## src/design/lpct_ram.sv

```systemverilog
// ----------------------------------------------------------------------------
// Generic RAM
// One write port and one read port with registered read data.
// ----------------------------------------------------------------------------
`default_nettype none

module lpct_ram #(
  parameter int WIDTH  = 8,
  parameter int DEPTH  = 16,
  parameter int ADDR_W = $clog2(DEPTH)
) (
  input  wire logic              clk,
  input  wire logic              wr_en,
  input  wire logic [ADDR_W-1:0] wr_addr,
  input  wire logic [WIDTH-1:0]  wr_data,
  input  wire logic [ADDR_W-1:0] rd_addr,
  output logic      [WIDTH-1:0]  rd_data
);

  logic [WIDTH-1:0] mem [DEPTH];

  always_ff @(posedge clk) begin
    if (wr_en) begin
      mem[wr_addr] <= wr_data;
    end
    rd_data <= mem[rd_addr];
  end

endmodule

`default_nettype wire

```

## config.mk

```make
export PLATFORM = sky130hd
export DESIGN_NAME = lpct_ram
export DESIGN_NICKNAME = d
export VERILOG_FILES = /design/src/design/lpct_ram.sv
export SDC_FILE = /design/constraint.sdc
export NUM_CORES = 1
export LEC_CHECK = 0
export ABC_AREA = 1
export BUFFER_PORTS_ARGS = -buffer_cell sky130_fd_sc_hd__buf_2
export CAP_MARGIN = 5
export CELL_PAD_IN_SITES_DETAIL_PLACEMENT = 2
export CELL_PAD_IN_SITES_GLOBAL_PLACEMENT = 2
export CORE_ASPECT_RATIO = 1.2
export CORE_MARGIN = 2
export CORE_UTILIZATION = 40
export CTS_CLUSTER_SIZE = 24
export DETAILED_ROUTE_END_ITERATION = 8
export PLACE_DENSITY = 0.88
export RECOVER_POWER = 100
export SLEW_MARGIN = 20
export SYNTH_ARGS = -nofsm -noshare
export SYNTH_HDL_FRONTEND = slang
export SYNTH_SLANG_ARGS = --single-unit
```

## constraint.sdc

```tcl
create_clock -name clk -period 1.5 [get_ports clk]
set_clock_uncertainty 0.1 [all_clocks]
set_input_delay 0.225 -clock clk [delete_from_list [all_inputs] [get_ports clk]]
set_output_delay 0.225 -clock clk [all_outputs]
set_load 0.005 [all_outputs]
```

## Word-level counts from Yosys, hierarchy flattened

Memory sizes are Yosys's and may differ from the RTL's. A register that Yosys moved wholly into a read port is not among the register bits.
Cells that the tools add are included.

- Bits in writable memories: 128
- Register bits after elaboration: 0
- Latch bits: 0
- Memory bits (read-only): 0
- Bits of input ports: 18
- Memories: 1
- Output and inout port bits: 8

Memories:

| name | depth | width | rd ports | clocked after memory_dff | write ports | line | source |
|---|---|---|---|---|---|---|---|
| mem | 16 | 8 | 1 | 1 | 1 | 20 | `logic [WIDTH-1:0] mem [DEPTH];` |

- Reduce and logical (&&, ||, !) cells: 0
- Add/subtract/negate cells: 0
- Eq/ne operators: 0
- Multipliers: 0
- Shifts and indexed selects: 0
- Divide/modulo/power cells: 0
- Bitwise operators: 0
- Muxes and demuxes: 2
- Magnitude comparators: 0

Operators by type and width:

| operator | number |
|---|---|
| 2-to-1 mux 1 bit | 2 |

## Depth between registers and ports, before layout

Gate-level depths: netlist of run 1.

- Depth in word-level cells: 2
- Depth in mapped cells: 8

## Worst setup path before layout of run 1

Ideal clock, no wire load.

- Kind: input-to-reg
- Start point: input port wr_addr[2]
- End point: memory mem[10][0] (enable)
- Path buffers: 0
- Library setup time: 0.370 ns
- Path slack: 0.224 ns
- Stages on the path: 2
- Arrival time: 0.806 ns
- Required time: 1.030 ns
- Cells stage by stage: nand3b_1 -> nor2_1

RTL lines:

| what | line | source |
|---|---|---|
| start, declared | 14 | `input wire logic [ADDR_W-1:0] wr_addr,` |
| end, declared | 20 |  |

No word-level cell before the write port.

## Final worst setup path of run 1

- Start point: input port wr_addr[3]
- End point: memory mem[14][3] (enable)

No word-level cell before the write port.

==> flow_summary.toml, run 1 <==
[logic_synthesis]
synthMuxAreaShare_pct = 0
synth_top_area_cell = "edfxtp_1"
synth_top_family_by_area = "simple AND/OR/NAND/NOR gates"
synthSimpleGateAreaFrac_pct = 21.0
synth_compound_area_share_pct = 0
synth_area_leaders = "edfxtp_1, nand2_1, nand3_1, inv_1, dfxtp_1"
ys_types = 12
ys_seq_area_share_pct = 69.4
syn_inst = 551
synth_xor_area_share_pct = 0
avgSynthCellArea_um2 = 10.5
syn-num-nets = 569
synth_most_common_cell = "nand2_1"
yosys-top-cells-count = "nand2_1, edfxtp_1, inv_1"
synthArstFlopShare_pct = 0
synth_edf_count = 128
netlist.area_leader.share_pct = 66.7
yosys_register_bits = 136
yosysWarningCount = 0
syn_area_um2 = 5770
synth_flop_cell = "edfxtp_1"
synthAdderAreaFrac_pct = 0

[power]
power.total_mw = 9.41
cellPowerDensity_nw_per_um2 = 1400
ir_drop_mv = 1.01
p_leak_nw = 2.87

[worst_setup_path]
endpoint = "mem[14][3]"
rrSetupSlack_ns = 0.23
r2r-end = "rd_data[6]"
end_kind = "flop"
r2r_cells = 6
crit_fanout = 8
cp.required_ns = 1.46
path_class = "input pin to flop"
r2r-start = "mem[7][6]"
crit_path_start_kind = "input pin"
crit_start = "wr_addr[3]"
arrival_ns = 1.33

[routing]
drc = 0
vias = 4233
first_iter_violations = 284
wire_per_inst_um = 25.7
via_per_inst = 5.38
drt_wl_total_um = 20200
drt-pass1-iter-count = 4
ant_nets = 0

[place]
place_congestion = 0.810
dp_hpwl_um = 12600
io_buffers = 25
dpl_cell_area_um2 = 6190

[sta]
max_clock_freq_mhz = 729
tightest_slew_ns = 1.12
finalHoldViolCount = 0
period_minus_slack_ns = 1.37
relSlewSlack_pct = 25.5
fin_crit_sh_pct = 91.4
report.final.slew_viol_count = 0
tns_ns = 0
setup_violations = 0
holdWs_ns = 0.173
rsz0062_at_grt = "false"

[grt]
grtUsageMet3_pct = 5.10
grt_overflow = 0
grt_pass1_vias = 4832
grt_usage_pct = 28.3
use_met1_pct = 33.6
grt_pass1_wl_um = 30600
gr-usage-met2_pct = 51.2
antenna_found_initial = 0
top_usage_layer = "met2"
grt_max_degree = 33

[min_path]
hold_class = "input pin to flop"

[layout]
fill_cells = 1469
area_growth_pct = 16.9
final_area_um2 = 6740
num_antenna_cells = 0
drive_gt1_share_pct = 8.50
nNetsFinal = 617

[floorplan]
initial_utilization_pct = 40.5
core_um2 = 14200
io_pins = 26
dieArea_um2 = 15400
fp.dieH_um = 136
std_cell_rows = 48
die_w_um = 114

[clock_tree]
max-clock-path-buffers = 2
cts_resized = 0
cts-root-buf = "clkbuf_16"
cts_buffers = 17
insertion_delay_ns = 0.43
h-tree-depth = 4
cts_tree = "done"
clock-sinks = 136
clkTransAtPathRegs_ns = 0.06
cts_setup_buffers = 0
postCtsHoldBufs = 0

[flow_run]
cap_violations = 0

[outcome]
outcome = "completed"
worst min-delay path by stage:
| stage | start | to | depth (start not counted) |
|---|---|---|---|
| 2_1_floorplan | wr_data[0] | mem[0][0] | 0 |
| 3_3_place_gp | rd_data[7] | rd_data[7] | 1 |
| 3_5_place_dp | rd_data[6] | rd_data[6] | 1 |
| 4_1_cts | wr_data[2] | mem[4][2] | 1 |
| 5_1_grt | rd_addr[3] | rd_data[4] | 4 |
| 6_report | rd_addr[3] | rd_data[7] | 4 |
state kept, by name, indices dropped and copies added (netlist names):
name,cells
mem,128
rd_data,8
report_power, final:
group | switching (mW) | internal (mW)
clock | 1.59 | 2.93
combinational | 0.441 | 0.157
sequential | 0.0353 | 4.25
total | 2.07 | 7.34
routing by layer:
metal	share of wire (%)	vias to the layer above
met3	4.0	27
met2	54	132
li1	-	1875
met5	0	-
met1	39	2199
met4	2.4	0
area by class of cell:
type / count / area, µm² / area share, %
multi-input combinational: 289 / 1210 / 18.0
sequential: 136 / 4000 / 59.4
inverter: 102 / 383 / 5.68
timing repair buffer: 53 / 300 / 4.46
tap: 175 / 219 / 3.25
clock inverter: 10 / 175 / 2.60
clock buffer: 22 / 444 / 6.59
cell families (layout without fill, tap and decap cells):
logic type    count (synthesis)  count (layout)
flops                       136             136
simple gates                289             289
buf+inv                     126             187
placed cells by master, fill, tap and decap left out, types with 2 or more instances in the layout:
cell type  synthesis  layout
nor2_1            17      17
buf_12             0       3
nand2_1          173     173
clkbuf_16          0      17
dfxtp_1            8       8
clkinv_1           0       2
clkbuf_2           0       2
clkbuf_1           0      32
inv_2              2       2
nand3b_1           2       2
nand3_1           97      97
buf_4              4      10
bufinv_16          0       5
buf_2             13      10
clkinv_2           0       2
inv_1            100     100
edfxtp_1         128     128
through the flow:
| stage | setup slack, ns | util, % | instances |
|---|---|---|---|
| floorplan | 0.224 | - | 551 |
| global placement | 0.0877 | 43.5 | 755 |
| detailed placement | -0.0415 | 43.5 | 755 |
| CTS | 0.211 | 47.9 | 787 |
| global route | 0.0824 | 47.3 | 787 |
| finish | 0.129 | 47.3 | 787 |
critical path, cell delays in order:
cell	delay, ns
clkbuf_1	0.15
nand3_1	0.18
nor2_1	0.15
clkbuf_1	0.61
Power figures use the tool's default switching activity.
==> run 2, diff against run 1 <==
- CORE_UTILIZATION: 40 -> 42
- CTS_BUF_LIST: default -> sky130_fd_sc_hd__clkbuf_2
- PLACE_DENSITY: 0.88 -> 0.91
==> flow_summary.toml, run 2 (synthesis results as in run 1) <==
[grt]
antenna_found_initial = 1
grt_usage_pct = 27.8
grt_pass1_wl_um = 29900
grt_max_degree = 47
grt_overflow = 0
grt_pass1_vias = 4880

[layout]
mostFrequentLayoutCell = "nand2_1"
layout_common_cells = "nand2_1, edfxtp_1, inv_1"
largest_reg_flops = 128
reg_top3 = "mem x128, rd_data x8"
largest_register = "mem"
area_growth_pct = 11.9
drive_gt1_share_pct = 9.29
fill_cells = 1384
fin_util_pct = 48.5
nNetsFinal = 629

[floorplan]
die_w_um = 111
std_cell_rows = 46
core_um2 = 13300
initial_utilization_pct = 43.4
io_pins = 26
fp.dieH_um = 132
dieArea_um2 = 14700

[worst_setup_path]
path_class = "flop to primary output"
critPathMaxStageDelay_ns = 0.38
rrSetupSlack_ns = 0.25
critical_path.slowest_cell = "dfxtp_2"
critPathBufInv = 1
crit_chain = "buf_2"
path_delay_family = "flip-flops"
arrival_ns = 1.22
cp.required_ns = 1.17
crit_fanout = 1
crit_path_start_kind = "flop"
end_kind = "primary output"

[clock_tree]
insertion_delay_ns = 0.73
clock-sinks = 136
cts_buffers = 17
h-tree-depth = 4
cts-root-buf = "clkbuf_2"
cts_tree = "done"
max-clock-path-buffers = 2
clkTransAtPathRegs_ns = 0.25

[sta]
setup_ws_ns = -0.0443
finalHoldViolCount = 0
rsz0062_at_grt = "true"
report.final.slew_viol_count = 0
setup_violations = 3
period_minus_slack_ns = 1.54
fin_crit_sh_pct = 103
holdWs_ns = 0.0789
tightest_slew_ns = 1.04
relSlewSlack_pct = 30.8
max_clock_freq_mhz = 648

[power]
p_leak_nw = 2.73
cellPowerDensity_nw_per_um2 = 1100
ir_drop_mv = 0.627

[outcome]
outcome = "complete, but fails checks"
violations = "negative setup slack"

[routing]
first_iter_violations = 320
ant_nets = 0
drt-pass1-iter-count = 4
drt_wl_total_um = 20000
vias = 4266
wire_per_inst_um = 25.2
via_per_inst = 5.38
drc = 0

[min_path]
hold_class = "input pin to flop"

[place]
dp_hpwl_um = 12100
io_buffers = 25
place_congestion = 0.776
dp_slack_ns = 0.0305

[flow_run]
cap_violations = 0
run 2: layout make-up:
| type | instances | area, µm² | area share, % |
|---|---|---|---|
| flip-flops and latches | 136 | 4010 | 62.1 |
| clock buffers | 18 | 90.1 | 1.40 |
| well taps | 168 | 210 | 3.26 |
| multi-input cells | 289 | 1210 | 18.8 |
| repair buffers | 65 | 410 | 6.36 |
| clock inverters | 14 | 134 | 2.07 |
| diodes | 1 | 2.50 | 0.0388 |
| inverters | 102 | 383 | 5.93 |
run 2: path summary, 6_finish.rpt:
kind / startpoint / to / cells past startpoint
max: rd_data[3] / rd_data[3] / 1
min: wr_en / mem[0][4] / 4
max reg2reg: mem[9][1] / rd_data[1] / 6
min reg2reg: mem[6][3] / rd_data[3] / 6
run 2: per-layer routing:
layer	GRT usage [%]	vias to the layer above	wire, µm
li1	-	1892	-
met1	31.6	2212	7630
met2	51.1	113	10900
met3	5.01	49	673
met4	12.1	0	779
met5	0	-	0
run 2: repair_timing:
item,4_1_cts,5_1_grt
buffers inserted,0,0
setup endpoints to repair,8,8
hold buffers,11,0
resized for setup,3,2
endpoints found under the hold margin,136,0
run 2: tightest hold or removal path: stages:
cell and delay, ns:
buf_2 0.12, nand2_1 0.12, nor2_1 0.08, clkbuf_1 0.15
run 2: power breakdown:
group | leakage, nW | internal (mW) | switching [mW]
Sequential | 1.22 | 4.25 | 0.0346
Combinational | 1.39 | 0.179 | 0.434
Clock | 0.117 | 0.738 | 1.47
Total | 2.73 | 5.17 | 1.94
run 2: through the flow:
stage	setup TNS, ns	std cells	cell area, µm²	power [mW]
final	-0.0982	793	6450	7.10
after global routing	-0.542	793	6450	7.30
after CTS	-0.389	792	6530	7.13
after detailed placement	0	749	6190	4.93
after global placement	0	749	6190	4.86
after floorplan	0	551	5770	4.65
==> run 3, diff against run 2 <==
- CORE_ASPECT_RATIO: 1.2 -> default
==> flow_summary.toml, run 3 (synthesis results as in run 1) <==
[floorplan]
io_pins = 26
core_um2 = 13300
fp.dieH_um = 121
initial_utilization_pct = 43.2
dieArea_um2 = 14700
die_w_um = 121
std_cell_rows = 42

[grt]
grt_pass1_vias = 4687
grt_pass1_wl_um = 27700
antenna_found_initial = 0
grt_overflow = 0
grt_max_degree = 65
grt_usage_pct = 26.8

[worst_setup_path]
cp.required_ns = 1.17
path_depth = 1
crit_fanout = 1
end_kind = "primary output"
path_delay_family = "flip-flops"
rrSetupSlack_ns = 0.22
crit_chain = "buf_6"
crit_path_start_kind = "flop"
arrival_ns = 1.22
r2r_cells = 6
r2r-start = "mem[10][5]"
endpoint = "rd_data[6]"
crit_start = "rd_data[6]"
critPathMaxStageDelay_ns = 0.40
critPathBufInv = 1
r2r-end = "rd_data[5]"
critical_path.slowest_cell = "dfxtp_4"
path_class = "flop to primary output"

[place]
dp_slack_ns = -0.0367
dp_hpwl_um = 11900
io_buffers = 25
placed_cells = 755
place_congestion = 0.817

[routing]
ant_nets = 0
drt_wl_total_um = 18500
drc = 0
drt-pass1-iter-count = 5
wire_per_inst_um = 23.2
first_iter_violations = 304
via_per_inst = 5.26
vias = 4199

[sta]
max_clock_freq_mhz = 648
fin_crit_sh_pct = 103
finalHoldViolCount = 0
holdWs_ns = 0.186
tightest_slew_ns = 1.06
relSlewSlack_pct = 29.0
setup_ws_ns = -0.0434
tns_ns = -0.141
setup_violations = 6
rsz0062_at_grt = "true"
report.final.slew_viol_count = 0
period_minus_slack_ns = 1.54

[layout]
reg_top3 = "mem x128, rd_data x8"
largest_reg_flops = 128
drive_gt1_share_pct = 12.4
area_growth_pct = 13.3
fill_cells = 1396
mostFrequentLayoutCell = "nand2_1"
num_antenna_cells = 0
fin_cells = 799
largest_register = "mem"
layout_common_cells = "nand2_1, edfxtp_1, inv_1"
nNetsFinal = 628

[clock_tree]
clkTransAtPathRegs_ns = 0.20
cts_tree = "done"
insertion_delay_ns = 0.73
cts-root-buf = "clkbuf_2"
cts_buffers = 17
clock-sinks = 136
h-tree-depth = 4
cts_setup_buffers = 0
max-clock-path-buffers = 2

[power]
p_leak_nw = 2.80
cellPowerDensity_nw_per_um2 = 1090
ir_drop_mv = 0.665
power.total_mw = 7.12

[min_path]
hold_class = "input pin to flop"

[flow_run]
cap_violations = 0

[outcome]
violations = "negative setup slack"
outcome = "complete, but fails checks"
[run 3: cell count changes in the layout (fill, tap and decap cells not counted)]
cell	delta
inv_6	+1
dlygate4sd3_1	+1
buf_2	+1
buf_6	+2
dfxtp_2	+1
buf_12	+1
clkinv_4	+3
clkinv_1	-3
clkbuf_2	+10
diode_2	-1
dfxtp_1	-2
clkinv_2	-1
dfxtp_4	+1
clkbuf_1	-16
[run 3: area by class of cell]
type / instances / area [µm²] / share of cell area, %
Tap cell: 176 / 220 / 3.37
Multi-Input combinational cell: 289 / 1210 / 18.6
Sequential cell: 136 / 4010 / 61.5
Clock buffer: 18 / 90.1 / 1.38
Inverter: 102 / 383 / 5.86
Clock inverter: 14 / 153 / 2.34
Timing Repair Buffer: 64 / 458 / 7.01
[run 3: repair_timing]
item,in CTS,in global routing
pin swaps,0,0
cloned,0,0
hold buffers,12,0
setup endpoints to repair,8,8
hold endpoints to repair,142,0
resized for setup,6,4
[run 3: where the power goes]
| part | switching, mW | internal (mW) | leakage, nW |
|---|---|---|---|
| clock network | 1.44 | 0.771 | 0.125 |
| logic | 0.434 | 0.195 | 1.45 |
| registers | 0.0367 | 4.25 | 1.22 |
| total | 1.91 | 5.22 | 2.80 |
[run 3: worst min-delay path by stage]
stage          startpoint         end  depth (start not counted)
3_3_place_gp   rd_data[3]  rd_data[3]                          1
4_1_cts        wr_addr[1]   mem[3][1]                          4
5_1_grt        wr_addr[1]  mem[15][7]                          4
2_1_floorplan  wr_data[0]   mem[0][0]                          0
6_report       rd_addr[0]  rd_data[0]                          8
3_5_place_dp   rd_data[1]  rd_data[1]                          1
[run 3: routing by layer]
metal  share of wire (%)  up-vias  track usage (%)  wire length, µm
li1                    -     1889                -                -
met1                  40     2134             32.4             7470
met2                  52      145             46.1             9650
met3                 5.2       31             5.92              967
met4                 2.4        0             11.6              437
met5                   0        -                0                0
[run 3: stage by stage]
| stage | cell area [µm²] | utilization [%] |
|---|---|---|
| 2_1_floorplan | 5770 | - |
| 3_3_place_gp | 6200 | 46.4 |
| 3_5_place_dp | 6200 | 46.4 |
| 4_1_cts | 6580 | 49.3 |
| 5_1_grt | 6530 | 48.9 |
| 6_report | 6530 | 48.9 |
